===== config.mk =====
export PLATFORM = sky130hd
export DESIGN_NAME = srmq_max_unit
export DESIGN_NICKNAME = d
export VERILOG_FILES = /design/src/hw/rtl/srmq_pkg.sv /design/src/hw/rtl/srmq_max_unit.sv
export SDC_FILE = /design/constraint.sdc
export NUM_CORES = 1
export LEC_CHECK = 0
export ABC_AREA = 1
export BUFFER_PORTS_ARGS = -buffer_cell sky130_fd_sc_hd__buf_2
export CORE_MARGIN = 2
export CORE_UTILIZATION = 48
export DETAILED_ROUTE_END_ITERATION = 12
export PLACE_DENSITY_LB_ADDON = 0.12
export SLEW_MARGIN = 20
export SYNTH_ARGS = -nofsm -noshare
export SYNTH_HDL_FRONTEND = slang
export SYNTH_SLANG_ARGS = --single-unit

===== constraint.sdc =====
create_clock -name vclk -period 4.2
set_input_delay 0.21 -clock vclk [all_inputs]
set_output_delay 0.21 -clock vclk [all_outputs]
set_load 0.03 [all_outputs]

===== src/hw/rtl/srmq_pkg.sv =====
// ----------------------------------------------------------------------------
// srmq_pkg
// Shared constants, types and helpers for the sparse table range-max unit.
// ----------------------------------------------------------------------------
package srmq_pkg;

    localparam int CAPACITY   = 1024;
    localparam int LEVELS     = 11;
    localparam int DATA_WIDTH = 32;

    // fixed field widths of the request and response channels
    localparam int OP_W   = 2;
    localparam int VAL_W  = 32;
    localparam int QIDX_W = 11;
    localparam int STAT_W = 2;
    localparam int OCNT_W = 11;

    localparam int DEPTH  = LEVELS * CAPACITY;
    localparam int ADDR_W = $clog2(DEPTH);
    localparam int CNT_W  = $clog2(CAPACITY + 1);
    localparam int LVL_W  = $clog2(LEVELS + 1);
    localparam int CMP_W  = ((CNT_W > QIDX_W) ? CNT_W : QIDX_W) + 1;
    localparam int SPAN_W = ((LEVELS > CMP_W) ? LEVELS : CMP_W) + 1;

    typedef logic signed [DATA_WIDTH-1:0] data_t;
    typedef logic [ADDR_W-1:0]            addr_t;
    typedef logic [CNT_W-1:0]             cnt_t;
    typedef logic [LVL_W-1:0]             lvl_t;

    typedef enum logic [OP_W-1:0] {
        OP_APPEND = 2'd0,
        OP_QUERY  = 2'd1,
        OP_CLEAR  = 2'd2
    } op_t;

    typedef enum logic [STAT_W-1:0] {
        ST_OK    = 2'd0,
        ST_FULL  = 2'd1,
        ST_RANGE = 2'd2
    } status_t;

    typedef enum logic [2:0] {
        S_IDLE,
        S_APP_WR0,
        S_APP_MAX,
        S_QRY_RD1,
        S_QRY_RD2,
        S_QRY_CMP,
        S_DONE
    } state_t;

    // table write port
    typedef struct packed {
        logic  en;
        addr_t addr;
        data_t data;
    } ram_wr_t;

    // level-major layout, 1-based position
    function automatic addr_t tbl_addr(lvl_t lvl, cnt_t pos);
        return ADDR_W'(int'(lvl) * CAPACITY + int'(pos) - 1);
    endfunction

    // priority encoder, capped at the top level
    function automatic lvl_t floor_log2(logic [QIDX_W-1:0] len);
        lvl_t j;
        j = '0;
        for (int b = 1; b < QIDX_W; b++)
        begin
            if (len[b])
            begin
                j = LVL_W'(b);
            end
        end
        if (int'(j) > LEVELS - 1)
        begin
            j = LVL_W'(LEVELS - 1);
        end
        return j;
    endfunction

endpackage


===== src/hw/rtl/srmq_max_unit.sv =====
// ----------------------------------------------------------------------------
// srmq_max_unit
// Shared signed maximum, used once per level step and once per query.
// ----------------------------------------------------------------------------
module srmq_max_unit
    import srmq_pkg::*;
(
    input  data_t a,
    input  data_t b,
    output data_t y
);

    // ties keep a
    assign y = (a >= b) ? a : b;

endmodule


Yosys cells after proc, flatten, opt, wreduce, memory -nomap -nowiden
Index checks and enable logic that the tools add are counted.
Storage, ports and cells
  RAM bits: 0
  input port bits: 64
  output and inout bits: 32
  latch bits: 0
  memories kept: 0
  word-level logic and storage cells: 2
  flip-flop bits (word level): 0
  ROM bits: 0
Operators by class
  reduce and logical (&&, ||, !) cells: 0
  $lt $le $gt $ge: 1
  multiply operators: 0
  $add $sub $neg: 0
  eq/ne operators: 0
  shift-type cells: 0
  bitwise logic cells: 0
  divide/modulo/power cells: 0
  mux-type cells: 1
Operators with widths (count)
  $ge A32 B32 Y1: 1
  $mux W32: 1

Depth between registers and ports, before layout
Gate-level depths: netlist of run 1.
  depth in word-level cells: 2
  depth in mapped cells: 18

Least setup slack after synthesis of run 1
No wires, ideal clock.
  path type: input -> output
  start: in b[31]
  end: out y[10]
  stages on the path: 13
  path slack: 2.242 ns
  data arrival time: 1.748 ns
  path buffers: 1
  path through: inv_1 -> ha_1 -> nand2_1 -> nor2_1 -> nand2_1 -> nor4_2 -> nand2_1 -> nand2_1 -> nand2_2 -> nand3_4 -> buf_6 -> nand2_1 -> nand2_1
Between the ends
  cells in the longest elaborated chain, start to end: 2
RTL lines
  from (decl): RTL line srmq_max_unit.sv:9  | input data_t b,
  $ge A32 B32 Y1: RTL line srmq_max_unit.sv:14  | assign y = (a >= b) ? a : b;
  $mux W32: RTL line srmq_max_unit.sv:14
  to (decl): RTL line srmq_max_unit.sv:10  | output data_t y
No other way between the ends.

Final worst setup path of run 1
  start: in a[31]
  end: out y[26]
Between the ends
  cells in the longest elaborated chain, start to end: 2
RTL lines
  from (decl): RTL line srmq_max_unit.sv:8  | input data_t a,
  $ge A32 B32 Y1: RTL line srmq_max_unit.sv:14
  $mux W32: RTL line srmq_max_unit.sv:14
No other way between the ends.

==> impl_metrics.yaml, run 1 <==
final_layout:
  final_common_cell: "nand2_1"
  drive_gt1_frac: 0.300
  fill_cells: 303
  seq_cell_count: 0
  insertedDiodeCount: 0
  multiInputGateArea_um2: 1180
  seqCellArea_um2: 0
  clockBufferCount: 0
  mostFrequentLayoutCells: "100 x nand2_1, 96 x buf_2, 40 x inv_1, 34 x nand4_1, 32 x ha_1"
  syn2layout_area_growth_pct: 32.1
  final_cell_count_no_fill: 368
  nets: 435
die:
  die_width_um: 58.1
  rows: 19
  initial_utilization: 0.506
  io_pins: 96
  die_area_um2: 3380
  die_h_um: 58.1
  core-area_um2: 2780
global_routing:
  grt_first_pass_wirelength_mm: 6.34
  grt_max_degree: 34
  grt_pass1_vias: 1624
  grt_use_total: 0.218
  antenna_found_initial: 0
  grt_use_met1: 0.302
  grt_overflow: 0
  gr-max-usage-layer: "met2"
  grt_util_met2: 0.394
  grtUsageMet3: 0.00670
timing:
  hold_violations: 0
  rsz0062_at_grt: "false"
  slew_violations: 0
  fin_crit_ns: 2.99
  setup-tns-final_ns: 0
  fin_crit_sh: 0.712
  fmax_ghz: 0.334
  tightest_slew_ns: 0.748
  slew_headroom: 0.501
  whs_ns: 0.778
  finalSetupViolations: 0
synthesis:
  ys_seq_area_frac: 0
  yosysUniqueCellTypes: 17
  syn_area_per_cell_um2: 5.58
  syn_area_um2: 1410
  synth_fp_nets: 348
  synthCells: 252
  synth_warnings: 0
worst_setup_path:
  path_max_fanout: 33
  critical_path_class: "in -> out"
  cp.arrival_ns: 2.78
  crit_path_end_kind: "primary output"
  worst-endpoint-required_ns: 3.99
  crit_chain: "buf_2 -> ha_1 -> a21oi_1 -> o21a_1 -> nand2_1 -> a21oi_1 -> nand3_2 -> nand3_4 -> nand2_1 -> nand2_1 -> buf_2"
  cp-start-kind: "input pin"
  cp_slowest_stage_delay_ns: 0.61
  cp-startpoint: "a[31]"
  cp_common_cell: "nand2_1"
  slowest_stage: "nand3_2"
min_path:
  hold_path.startpoint: "a[16]"
  hold_depth: 4
  hp-class: "in -> out"
placed_design:
  place_inst: 368
  gp_congestion: 0.770
  dp_hpwl_mm: 2.86
  io_buffer_count: 96
pwr:
  power.static_leakage_nw: 1.28
  power.total_uw: 363
  power.net_switching_uw: 245
  clockPowerShare: 0
  power_density_nw_per_um2: 195
  p_seq_frac: 0
  swShare: 0.675
  peakVddDrop_uv: 133
  power_frac_comb: 1.000
  p_int_uw: 118
outcome:
  status: "finished, final reports clean"
drt:
  antenna_left: 0
  vias_per_cell: 5.00
  wl_per_cell_um: 9.88
  wl_mm: 3.64
  first_pass_iters: 4
  first_iter_violations: 86
  vias: 1841
  drcViolationCount: 0
clock_tree:
  cts_resized: 0
  post_cts_buffers: 0
  cts_hold_buf: 0
flow_run:
  maxCapViolations: 0
[power by group through the flow]
stage          combinational [mW]  sequential (mW)  clock [mW]
2_1_floorplan               0.267                0           0
3_3_place_gp                0.362                0           0
4_1_cts                     0.366                0           0
3_5_place_dp                0.365                0           0
5_1_grt                     0.405                0           0
6_report                    0.363                0           0
[final timing paths]
kind	end	slack, ns
setup / recovery	y[26]	1.21
hold / removal	y[16]	0.78
[metal layers]
| metal | wire [um] | up-vias |
|---|---|---|
| li1 | - | 1005 |
| met1 | 1640 | 766 |
| met2 | 1740 | 70 |
| met3 | 247 | 0 |
| met4 | 0 | 0 |
| met5 | 0 | - |
[critical path: cells and delay by family]
kind            cells  cell delay (ns)
simple gates        5             1.43
compound gates      3             0.48
fa+ha+maj           1             0.34
buf+inv             2             0.30
[layout make-up]
class / count / share of cell area
multi-input cells: 200 / 0.636
repair buffers: 97 / 0.263
inverters: 40 / 0.0808
well taps: 31 / 0.0209
[synth_stat cells (all sizes together)]
cell	instances	area (um2)
o21a	2	15.0
a21oi	14	70.1
inv	40	150
nor4	1	12.5
o21ai	2	10.0
buf	9	63.8
nand3	4	37.5
clkbuf	3	11.3
ha	32	400
nand4	34	213
a21o	1	7.51
nand2	101	382
nor2	9	33.8
[through the flow]
step / instance area (um2) / util / setup WS (ns)
CTS: 1860 / 0.668 / 1.23
detailed placement: 1860 / 0.668 / 1.24
floorplan: 1410 / - / 2.24
finish: 1860 / 0.668 / 1.21
global placement: 1860 / 0.668 / 1.29
global route: 1860 / 0.668 / 0.879
[logic make-up after synthesis]
group | count (synthesis) | share of synthesized area
buffers and inverters | 52 | 0.160
adder cells (fa/ha/maj) | 32 | 0.285
AO/OA/AOI/OAI | 19 | 0.0730
AND/OR/NAND/NOR | 149 | 0.482
Note: power is estimated with default switching activity, not from simulation.
==> run 2, diff against run 1 <==
--- a/config.mk
+++ b/config.mk
@@ -8,7 +8,7 @@
 export ABC_AREA = 1
 export BUFFER_PORTS_ARGS = -buffer_cell sky130_fd_sc_hd__buf_2
 export CORE_MARGIN = 2
-export CORE_UTILIZATION = 48
+export CORE_UTILIZATION = 40
 export DETAILED_ROUTE_END_ITERATION = 12
 export PLACE_DENSITY_LB_ADDON = 0.12
 export SLEW_MARGIN = 20
==> constraint.sdc (replaced) <==
create_clock -name vclk -period 2.74
set_input_delay 0.137 -clock vclk [all_inputs]
set_output_delay 0.137 -clock vclk [all_outputs]
set_load 0.03 [all_outputs]
==> run 2 against run 1 <==
Against the previous run: core utilization fell by 9.4 points; flip-flop and latch count is the same; worst setup slack got worse by 0.88 ns; final area rose by 3.8%; critical endpoint is now y[6]; largest power group unchanged.
==> impl_metrics.yaml, run 2 (synthesis gave the netlist of run 1 again) <==
global_routing:
  grt_overflow: 0
  grt_pass1_vias: 1681
  grt_max_degree: 33
  grt_first_pass_wirelength_mm: 6.62
  antenna_found_initial: 0
  grt_use_total: 0.187
timing:
  fin_crit_ns: 2.41
  setup_ws_ns: 0.325
  fmax_ghz: 0.414
  finalSetupViolations: 0
  fin_crit_sh: 0.881
  slew_headroom: 0.782
  hold_violations: 0
  rsz0062_at_grt: "false"
  setup-tns-final_ns: 0
  tightest_slew_ns: 0.326
  slew_violations: 0
final_layout:
  drive_gt1_frac: 0.310
  mostFrequentLayoutCells: "100 x nand2_1, 96 x buf_2, 40 x inv_1, 34 x nand4_1, 32 x ha_1"
  nets: 440
  clockBufferCount: 0
  fill_cells: 382
  final_cell_count_no_fill: 388
  insertedDiodeCount: 0
  syn2layout_area_growth_pct: 37.2
  seqCellArea_um2: 0
  seq_cell_count: 0
  final_common_cell: "nand2_1"
die:
  die_area_um2: 4010
  die_width_um: 63.3
  core-area_um2: 3360
  die_h_um: 63.3
  initial_utilization: 0.418
  io_pins: 96
  rows: 21
worst_setup_path:
  cp.arrival_ns: 2.28
  worst-endpoint-required_ns: 2.60
  cp-start-kind: "input pin"
  path_max_fanout: 15
  cp-endpoint: "y[6]"
  critical_path_class: "in -> out"
  cp-startpoint: "b[31]"
  crit_path_end_kind: "primary output"
drt:
  wl_per_cell_um: 10.1
  first_iter_violations: 53
  antenna_left: 0
  drcViolationCount: 0
  vias_per_cell: 4.81
  wl_mm: 3.93
  vias: 1868
  first_pass_iters: 4
pwr:
  power.static_leakage_nw: 1.31
  peakVddDrop_uv: 173
  power_density_nw_per_um2: 300
placed_design:
  dp_hpwl_mm: 3.12
  place_ws_ns: 0.255
  place_inst: 387
  gp_congestion: 0.796
  io_buffer_count: 96
clock_tree:
  post_cts_buffers: 0
  cts_hold_buf: 0
  cts_resized: 0
min_path:
  hp-class: "in -> out"
  hold_path.startpoint: "a[27]"
flow_run:
  maxCapViolations: 0
outcome:
  status: "finished, final reports clean"
==> run 2: worst min path at each step <==
stage,end,cells after the start
after floorplan,y[10],2
after global placement,y[24],4
after detailed placement,y[3],4
after CTS,y[24],4
after global routing,y[25],4
final,y[27],4
==> run 2: power breakdown <==
| part | total [mW] | leakage (nW) | switching [mW] | internal [mW] |
|---|---|---|---|---|
| sequential | 0 | 0 | 0 | 0 |
| combinational | 0.579 | 1.31 | 0.387 | 0.192 |
| clock | 0 | 0 | 0 | 0 |
| total | 0.579 | 1.31 | 0.387 | 0.192 |
==> run 2: routing by layer <==
metal / vias to the layer above / wire, um / track usage
met4: 0 / 0 / 0
li1: 1020 / - / -
met2: 57 / 1830 / 0.358
met5: - / 0 / 0
met3: 0 / 225 / 0.00536
met1: 791 / 1870 / 0.248
==> run 2: final cells by class <==
| class | instances | area (um2) | area share |
|---|---|---|---|
| multi-input combinational | 201 | 1200 | 0.624 |
| timing repair buffer | 101 | 518 | 0.268 |
| inverter | 40 | 150 | 0.0778 |
| tap | 46 | 57.6 | 0.0298 |
==> run 2: per-stage QoR <==
step	utilization	total power, mW	hold WS [ns]	instance area [um2]
after floorplan	-	0.409	0.492	1410
after global placement	0.567	0.568	0.631	1910
after detailed placement	0.567	0.570	0.633	1910
after CTS	0.567	0.572	0.634	1910
after global routing	0.574	0.647	0.658	1930
final	0.574	0.579	0.631	1930
==> run 2: worst max-delay path: stages <==
cell and delay, ns:
buf_2 0.09, inv_1 0.04, ha_1 0.36, nand2_1 0.10
nor2_1 0.14, nand2_1 0.12, nor4_2 0.24, nand2_1 0.14
nand3_2 0.26, buf_4 0.27, nand4_1 0.11, nand2_1 0.09
buf_2 0.19
